## src/hdl/tait_pkg.sv

```systemverilog
// shared types and codes of the typed address interval table
package tait_pkg;

	localparam logic [1:0] ACT_MARK   = 2'd0;
	localparam logic [1:0] ACT_REMARK = 2'd1;
	localparam logic [1:0] ACT_FIND   = 2'd2;
	localparam logic [1:0] ACT_READ   = 2'd3;

	localparam logic [1:0] KIND_UNEXPLORED = 2'd0;
	localparam logic [1:0] KIND_INVALID    = 2'd3;

	typedef enum logic [2:0] {
		OP_HOLD      = 3'd0,
		OP_SCAN      = 3'd1,
		OP_TRIM      = 3'd2,
		OP_SWAP_EVEN = 3'd3,
		OP_SWAP_ODD  = 3'd4,
		OP_INSERT    = 3'd5,
		OP_REMARK    = 3'd6
	} cell_op_t;

	typedef struct packed {
		cell_op_t op;
	} cell_cmd_t;

	typedef struct packed {
		logic ahead;
		logic hit;
		logic dead;
		logic split;
		logic took_new;
	} cell_stat_t;

endpackage

```

## src/hdl/tait_cell.sv

```systemverilog
// one table slot: holds an interval and moves it to or from its neighbors
module tait_cell #(
	parameter int IDX = 0,
	parameter int AB  = 64,
	parameter int FB  = 16
) (
	input  logic                 clk,
	input  logic                 arst_n,
	input  tait_pkg::cell_cmd_t  cmd,
	input  logic [AB-1:0]        s,
	input  logic [AB-1:0]        e,
	input  logic [AB-1:0]        ins_first,
	input  logic [AB-1:0]        ins_last,
	input  logic [1:0]           ins_kind,
	input  logic [FB-1:0]        ins_flags,
	input  logic                 prev_valid,
	input  logic                 prev_ahead,
	input  logic [AB-1:0]        prev_first,
	input  logic [AB-1:0]        prev_last,
	input  logic [1:0]           prev_kind,
	input  logic [FB-1:0]        prev_flags,
	input  logic                 next_valid,
	input  logic [AB-1:0]        next_first,
	input  logic [AB-1:0]        next_last,
	input  logic [1:0]           next_kind,
	input  logic [FB-1:0]        next_flags,
	output logic                 valid,
	output logic [AB-1:0]        first,
	output logic [AB-1:0]        last,
	output logic [1:0]           kind,
	output logic [FB-1:0]        flags,
	output tait_pkg::cell_stat_t stat
);

	logic          valid_q, dead_q, lefte_q, righte_q, split_q;
	logic [AB-1:0] first_q, last_q;
	logic [1:0]    kind_q;
	logic [FB-1:0] flags_q;

	logic          valid_d, dead_d, lefte_d, righte_d, split_d;
	logic [AB-1:0] first_d, last_d;
	logic [1:0]    kind_d;
	logic [FB-1:0] flags_d;

	logic ov, le, re, ahead, hit, is_lower;

	always_comb begin
		ov       = valid_q & (last_q >= s) & (first_q <= e);
		le       = ov & (first_q < s);
		re       = ov & (last_q > e);
		ahead    = valid_q & (last_q < ins_first);
		hit      = valid_q & (first_q <= s) & (s <= last_q);
		is_lower = (cmd.op == tait_pkg::OP_SWAP_EVEN) == ((IDX % 2) == 0);

		stat.ahead    = ahead;
		stat.hit      = hit;
		stat.dead     = dead_q;
		stat.split    = split_q;
		stat.took_new = ~ahead & prev_ahead;

		valid_d  = valid_q;
		first_d  = first_q;
		last_d   = last_q;
		kind_d   = kind_q;
		flags_d  = flags_q;
		dead_d   = dead_q;
		lefte_d  = lefte_q;
		righte_d = righte_q;
		split_d  = split_q;

		unique case (cmd.op) inside
			tait_pkg::OP_HOLD: begin
			end
			tait_pkg::OP_SCAN: begin
				dead_d   = ov & ~le & ~re;
				lefte_d  = le;
				righte_d = re;
				split_d  = le & re;
			end
			tait_pkg::OP_TRIM: begin
				if (dead_q) valid_d = 1'b0;
				// a block holding both edges keeps its left part here
				if (lefte_q) begin
					last_d = s - AB'(1);
					kind_d = tait_pkg::KIND_UNEXPLORED;
				end else if (righte_q) begin
					first_d = e + AB'(1);
					kind_d  = tait_pkg::KIND_UNEXPLORED;
				end
				dead_d   = 1'b0;
				lefte_d  = 1'b0;
				righte_d = 1'b0;
				split_d  = 1'b0;
			end
			tait_pkg::OP_SWAP_EVEN, tait_pkg::OP_SWAP_ODD: begin
				// odd-even transposition moves holes to the top, order kept
				if (is_lower) begin
					if (!valid_q && next_valid) begin
						valid_d = 1'b1;
						first_d = next_first;
						last_d  = next_last;
						kind_d  = next_kind;
						flags_d = next_flags;
					end
				end else begin
					if (!prev_valid && valid_q) begin
						valid_d = 1'b0;
						first_d = prev_first;
						last_d  = prev_last;
						kind_d  = prev_kind;
						flags_d = prev_flags;
					end
				end
			end
			tait_pkg::OP_INSERT: begin
				if (!ahead) begin
					if (prev_ahead) begin
						valid_d = 1'b1;
						first_d = ins_first;
						last_d  = ins_last;
						kind_d  = ins_kind;
						flags_d = ins_flags;
					end else begin
						valid_d = prev_valid;
						first_d = prev_first;
						last_d  = prev_last;
						kind_d  = prev_kind;
						flags_d = prev_flags;
					end
				end
			end
			tait_pkg::OP_REMARK: begin
				if (hit) begin
					kind_d  = tait_pkg::KIND_UNEXPLORED;
					flags_d = '0;
				end
			end
			default: begin
			end
		endcase
	end

	always_ff @(posedge clk or negedge arst_n) begin
		if (!arst_n) begin
			valid_q  <= 1'b0;
			dead_q   <= 1'b0;
			lefte_q  <= 1'b0;
			righte_q <= 1'b0;
			split_q  <= 1'b0;
		end else begin
			valid_q  <= valid_d;
			dead_q   <= dead_d;
			lefte_q  <= lefte_d;
			righte_q <= righte_d;
			split_q  <= split_d;
		end
	end

	always_ff @(posedge clk) begin
		first_q <= first_d;
		last_q  <= last_d;
		kind_q  <= kind_d;
		flags_q <= flags_d;
	end

	assign valid = valid_q;
	assign first = first_q;
	assign last  = last_q;
	assign kind  = kind_q;
	assign flags = flags_q;

endmodule

```

## config.mk

```make
export PLATFORM = sky130hd
export DESIGN_NAME = tait_cell
export DESIGN_NICKNAME = d
export VERILOG_FILES = /design/src/hdl/tait_pkg.sv /design/src/hdl/tait_cell.sv
export SDC_FILE = /design/constraint.sdc
export NUM_CORES = 1
export LEC_CHECK = 0
export CAP_MARGIN = 40
export CORE_AREA = 2 2 280 282
export CTS_BUF_LIST = sky130_fd_sc_hd__clkbuf_4
export DETAILED_ROUTE_END_ITERATION = 10
export DIE_AREA = 0 0 282 284
export DONT_BUFFER_PORTS = 1
export GPL_ROUTABILITY_DRIVEN = 0
export SETUP_SLACK_MARGIN = 0.2
export SYNTH_ARGS = -nofsm -noshare
export SYNTH_HDL_FRONTEND = slang
export SYNTH_SLANG_ARGS = --single-unit
```

## constraint.sdc

```tcl
create_clock -name clk -period 9.55 [get_ports clk]
set_input_delay 0.4775 -clock clk [delete_from_list [all_inputs] [get_ports clk]]
set_output_delay 0.4775 -clock clk [all_outputs]
set_load 0.03 [all_outputs]
```

# --- Word-level counts from Yosys, hierarchy flattened ---
# Index checks and enable logic that the tools add are counted.
classes:
  addsub: 2
  n_lt_le_gt_ge: 7
  n_eq_ne: 15
  mux: 42
  n_bitwise: 14
  reduce_logical: 14
ops:
  columns: ["op", "count"]
  rows:
  - ["$mux 64", 13]
  - ["$pmux 64 s3", 2]
  - ["$le 64x64->1", 3]
  - ["$lt 64x64->1", 2]
  - ["$mux 16", 6]
  - ["$add 64x1->64 const B", 1]
  - ["$ge 64x64->1", 1]
  - ["$gt 64x64->1", 1]
  - ["$sub 64x1->64 const B", 1]
  - ["$pmux 16 s3", 1]
  - ["$mux 2", 8]
  - ["$reduce_and 5->1", 3]
  - ["$ne 2x2->1 const B", 6]
  - ["$reduce_and 6->1", 2]
  - ["$and 1x1->1", 11]
  - ["$eq 3x3->1 const B", 3]
  - ["$ne 3x3->1 const B", 3]
  - ["$pmux 1 s2", 4]
  - ["$pmux 2 s4", 1]
  - ["$eq 3x2->1 const B", 2]
  - ["$mux 1", 6]
  - ["$reduce_bool 3->1", 2]
  - ["$reduce_bool 4->1", 1]
  - ["$eq 3x1->1 const B", 1]
  - ["6 further kinds", 10]
word_totals:
  ff_bits: 151
  inputBits: 574
  out_inout_bits: 152
  elab_cells: 103

# --- Depth between registers and ports, before layout ---
logic_depth:
  ltp_word: 8
  mapped_depth: 11
  mapped_depth_nobuf: 10

# --- Least setup slack after synthesis ---
# OpenSTA, ideal clock, no wires.
synth_path:
  kind: "register to register"
  from: "reg last_q[59] (netlist: last[59])"
  to: "reg first_q[0] (netlist: first[0]), enable pin"
  setup_time_ps: 584
  arrival_ps: 6791
  required_time_ps: 8966
  setup_slack_ps: 2175
  stages_incl_launch_ff: 9
  n_path_buf: 0
  period_less_slack_ps: 7375
  cell_sequence: "edfxtp_1 -> ha_1 -> nand3_1 -> or3_1 -> nor3_1 -> o2111ai_1 -> a21o_1 -> a31oi_1 -> a21boi_0"
synth_between:
  elab_chain_len: 4
synth_lines:
  columns: ["element", "line_no", "text"]
  rows:
  - ["start, declared", "tait_cell.sv:36", "logic [AB-1:0] first_q, last_q;"]
  - ["start signal, assigned", "tait_cell.sv:161", "last_q <= last_d;"]
  - ["$lt 64x64->1", "tait_cell.sv:51", "ahead = valid_q & (last_q < ins_first);"]
  - ["$and 1x1->1", "tait_cell.sv:51", null]
  - ["$ne 2x2->1 (no source line)", null, null]
  - ["$reduce_and 6->1 (no source line)", null, null]
  - ["end signal, assigned", "tait_cell.sv:160", "first_q <= first_d;"]
  - ["end, declared", "tait_cell.sv:36", null]
# No other way between the ends.
# A chain may end at the register's enable or synchronous reset.

==> qor.csv <==
metric,value,unit
mapped cell area,18800,sq um
Max Fclk,0.203,GHz
clock tree buffer depth,2,
met2 layer usage reported by global route,42.9,%
Ys Warns,0,
worst path cell trace,ha_1 > nand4_1 > nor4_1 > buf_4 > and3_1 > nand3_1 > nor4_1 > a21oi_1 > nor2_1,
post-cts sizing count,0,
Required @ worst endpoint,9.07,ns
I/O Pins,726,
Layout Nets,3443,
hold_ws,0.0773,ns
WL final,107000,microns
total grt overflow,0,
hpwl dp,85900,microns
drt drc,0,
PnR Total Power,0.00240,W
CTS tree,yes,
gr usage total,25.9,%
grt peak-use layer,met2,
DR pass1 iterations,6,
Reg-to-Reg End,first[23],
first-pass GRT wire length,146000,microns
DR vias/cell,5.62,
WP data arrival,4.44,ns
post-synth cell types,66,
Synth top cells by count,"321 x ha_1, 265 x inv_1, 247 x a21oi_1",
RSZ-0062 raised after global routing,no,
# setup viols final,0,
FF-to-FF setup slack,4.67,ns
slew margin rel.,37.1,%
Slew Limit Fails,0,
Post-synth EDFFs,146,
"Max FO, Critical Path",3,
asr flop ratio synth,3.31,%
crit path kind,reg2out,
final worst slack,4.63,ns
Rows,102,
TNS Setup,0,ns
r2r startpoint,last[60],
pre-CTS WS,4.81,ns
initial drt markers,1912,
Area contributors post-synth,"edfxtp_1 23%, ha_1 21%, a21oi_1 6.6%",
Critical-path top delay cell,edfxtp_1,
Filler Cell Count,8229,
"Net Count, Synth",3201,
initial antenna violation count,20,
vias,20300,
max cap viols,0,
"area leader, netlist",edfxtp_1,
delay of the slowest critical-path stage,0.65,ns
run status,"complete, no violations",
number of hold violations in the final report,0,
pwr dens,103,nW/um^2
met1 GRT Util,30.0,%
crit path launch type,flip-flop,
number of buffers added on ports,0,
"Clk Latency, worst-skew pair",0.79,ns
top-count cell post-synth,ha_1,
end point of the critical path,stat[3],
"Reg clk slew, reported paths",0.18,ns
most frequent CP cell,nor4_1,
remaining antenna violation count after routing,0,
element type at the critical path end,output port,
predominant post-synthesis flop cell,edfxtp_1,
total core area,77000,sq um
DIE WIDTH,282,microns
largest net degree at the start of global routing,89,
Worst Tran Pin Value,0.933,ns
Max H-tree Level,4,
Hold Crit Class,in2reg,
final period utilization,51.5,%
Final min period,4.92,ns
Peak VDD IR,0.0000784,V
GRT met3 Usage,9.08,%
initial core utilization,24.4,%
CTS Sinks,151,
vias in the first global route,20000,
depth of the most critical reg-to-reg path,10,
Area Growth Syn to Fin,24.1,%
share of the synthesized area in the top cell type,23.3,%
Wirelength per Cell,29.6,microns
Root Buffer,clkbuf_4,
Worst Setup SP,first[57],
syn avg cell area,8.14,sq um
Die Y,284,microns
Pleak,9.72,nW
total die area,80100,sq um
#FFs+latches synth,151,
post-synthesis sequential area ratio,24.0,%
Mapped Cells,2306,
Layout Skew,0.0589,ns
ratio of cells with drive above 1 in the final layout,4.30,%
TritonCTS Buffers,17,
[routing by layer]
metal	wire length [microns]	vias to the layer above	share of wire (%)
li1	-	9011	-
met1	40300	9773	38
met2	49600	1249	46
met3	12000	252	11
met4	4870	20	4.6
met5	115	-	0.11
[sequential cells by signal, summed over array words and instances (netlist names)]
register  cells
dead_q        1
first        64
flags        16
kind          2
last         64
lefte_q       1
righte_q      1
split_q       1
valid         1
[worst min-delay path by stage]
stage	depth (start not counted)	slack, ns	from	to
after floorplan	0	0.18	arst_n	dead_q
after global placement	0	0.18	arst_n	dead_q
after detailed placement	0	0.18	arst_n	dead_q
after CTS	2	0.0007	s[0]	last[0]
after global routing	2	0.01	next_first[49]	first[49]
final	2	0.08	next_first[49]	first[49]
[per-stage QoR]
stage	util, %	std cells	cell area, sq um
floorplan	-	2306	18800
global placement	25.9	3276	20000
detailed placement	26.2	3286	20200
CTS	30.2	3598	23300
global route	30.3	3607	23300
finish	30.3	3610	23300
[repair_timing]
| item | 4_1_cts | 5_1_grt |
|---|---|---|
| buffers inserted | 0 | 0 |
| endpoints found under the hold margin | 152 | 1 |
| hold buffers | 282 | 1 |
[cells in the final DEF (no fill, tap or decap), types with 6 or more instances in the layout]
master,n
ha_1,321
dlygate4sd3_1,282
inv_1,265
a21oi_1,247
nand2_1,241
o21ai_0,170
edfxtp_1,146
xnor2_1,116
nand4_1,77
nor2_1,73
a22o_1,61
a22oi_1,56
nand3_1,54
a21o_1,53
nor3_1,42
a211oi_1,36
nor4_1,23
buf_4,22
and3_1,21
o22ai_1,18
mux2_2,17
clkbuf_4,17
nor2b_1,12
diode_2,11
mux2i_1,10
and4_1,9
and2_1,9
o211ai_1,9
o21a_1,9
or3_1,8
o221ai_1,7
a221o_1,7
o21ai_1,6
or4_1,6
[critical path, delay by kind of cell (launching register included)]
family,cells,cell delay (ns)
AO/OA/AOI/OAI,1,0.12
flip-flops,1,0.65
adder cells (fa/ha/maj),1,0.40
AND/OR/NAND/NOR,6,2.28
buffers and inverters,1,0.21
[where the power goes]
group | internal (W) | leakage (nW) | switching (W) | total, W
clock | 0.000155 | 0.139 | 0.000319 | 0.000474
combinational | 0.000388 | 8.12 | 0.000513 | 0.000900
sequential | 0.000813 | 1.45 | 0.000211 | 0.00102
total | 0.00136 | 9.72 | 0.00104 | 0.00240
[layout make-up]
| cell class | count | area [sq um] | area share [%] |
|---|---|---|---|
| diodes | 11 | 27.5 | 0.118 |
| clock buffers | 17 | 128 | 0.548 |
| clock inverters | 13 | 148 | 0.633 |
| inverters | 265 | 995 | 4.27 |
| multi-input cells | 1798 | 13000 | 55.7 |
| flip-flops and latches | 151 | 4510 | 19.3 |
| well taps | 1040 | 1300 | 5.58 |
| repair buffers | 315 | 3210 | 13.8 |
[kinds of logic after synthesis]
| kind of cell | share of synthesized area [%] |
|---|---|
| flops | 24.0 |
| compound gates | 24.1 |
| mux | 1.55 |
| xor+xnor | 5.46 |
| buf+inv | 7.23 |
| fa+ha+maj | 21.4 |
| simple gates | 16.3 |
Note: power is estimated with default switching activity, not from simulation.
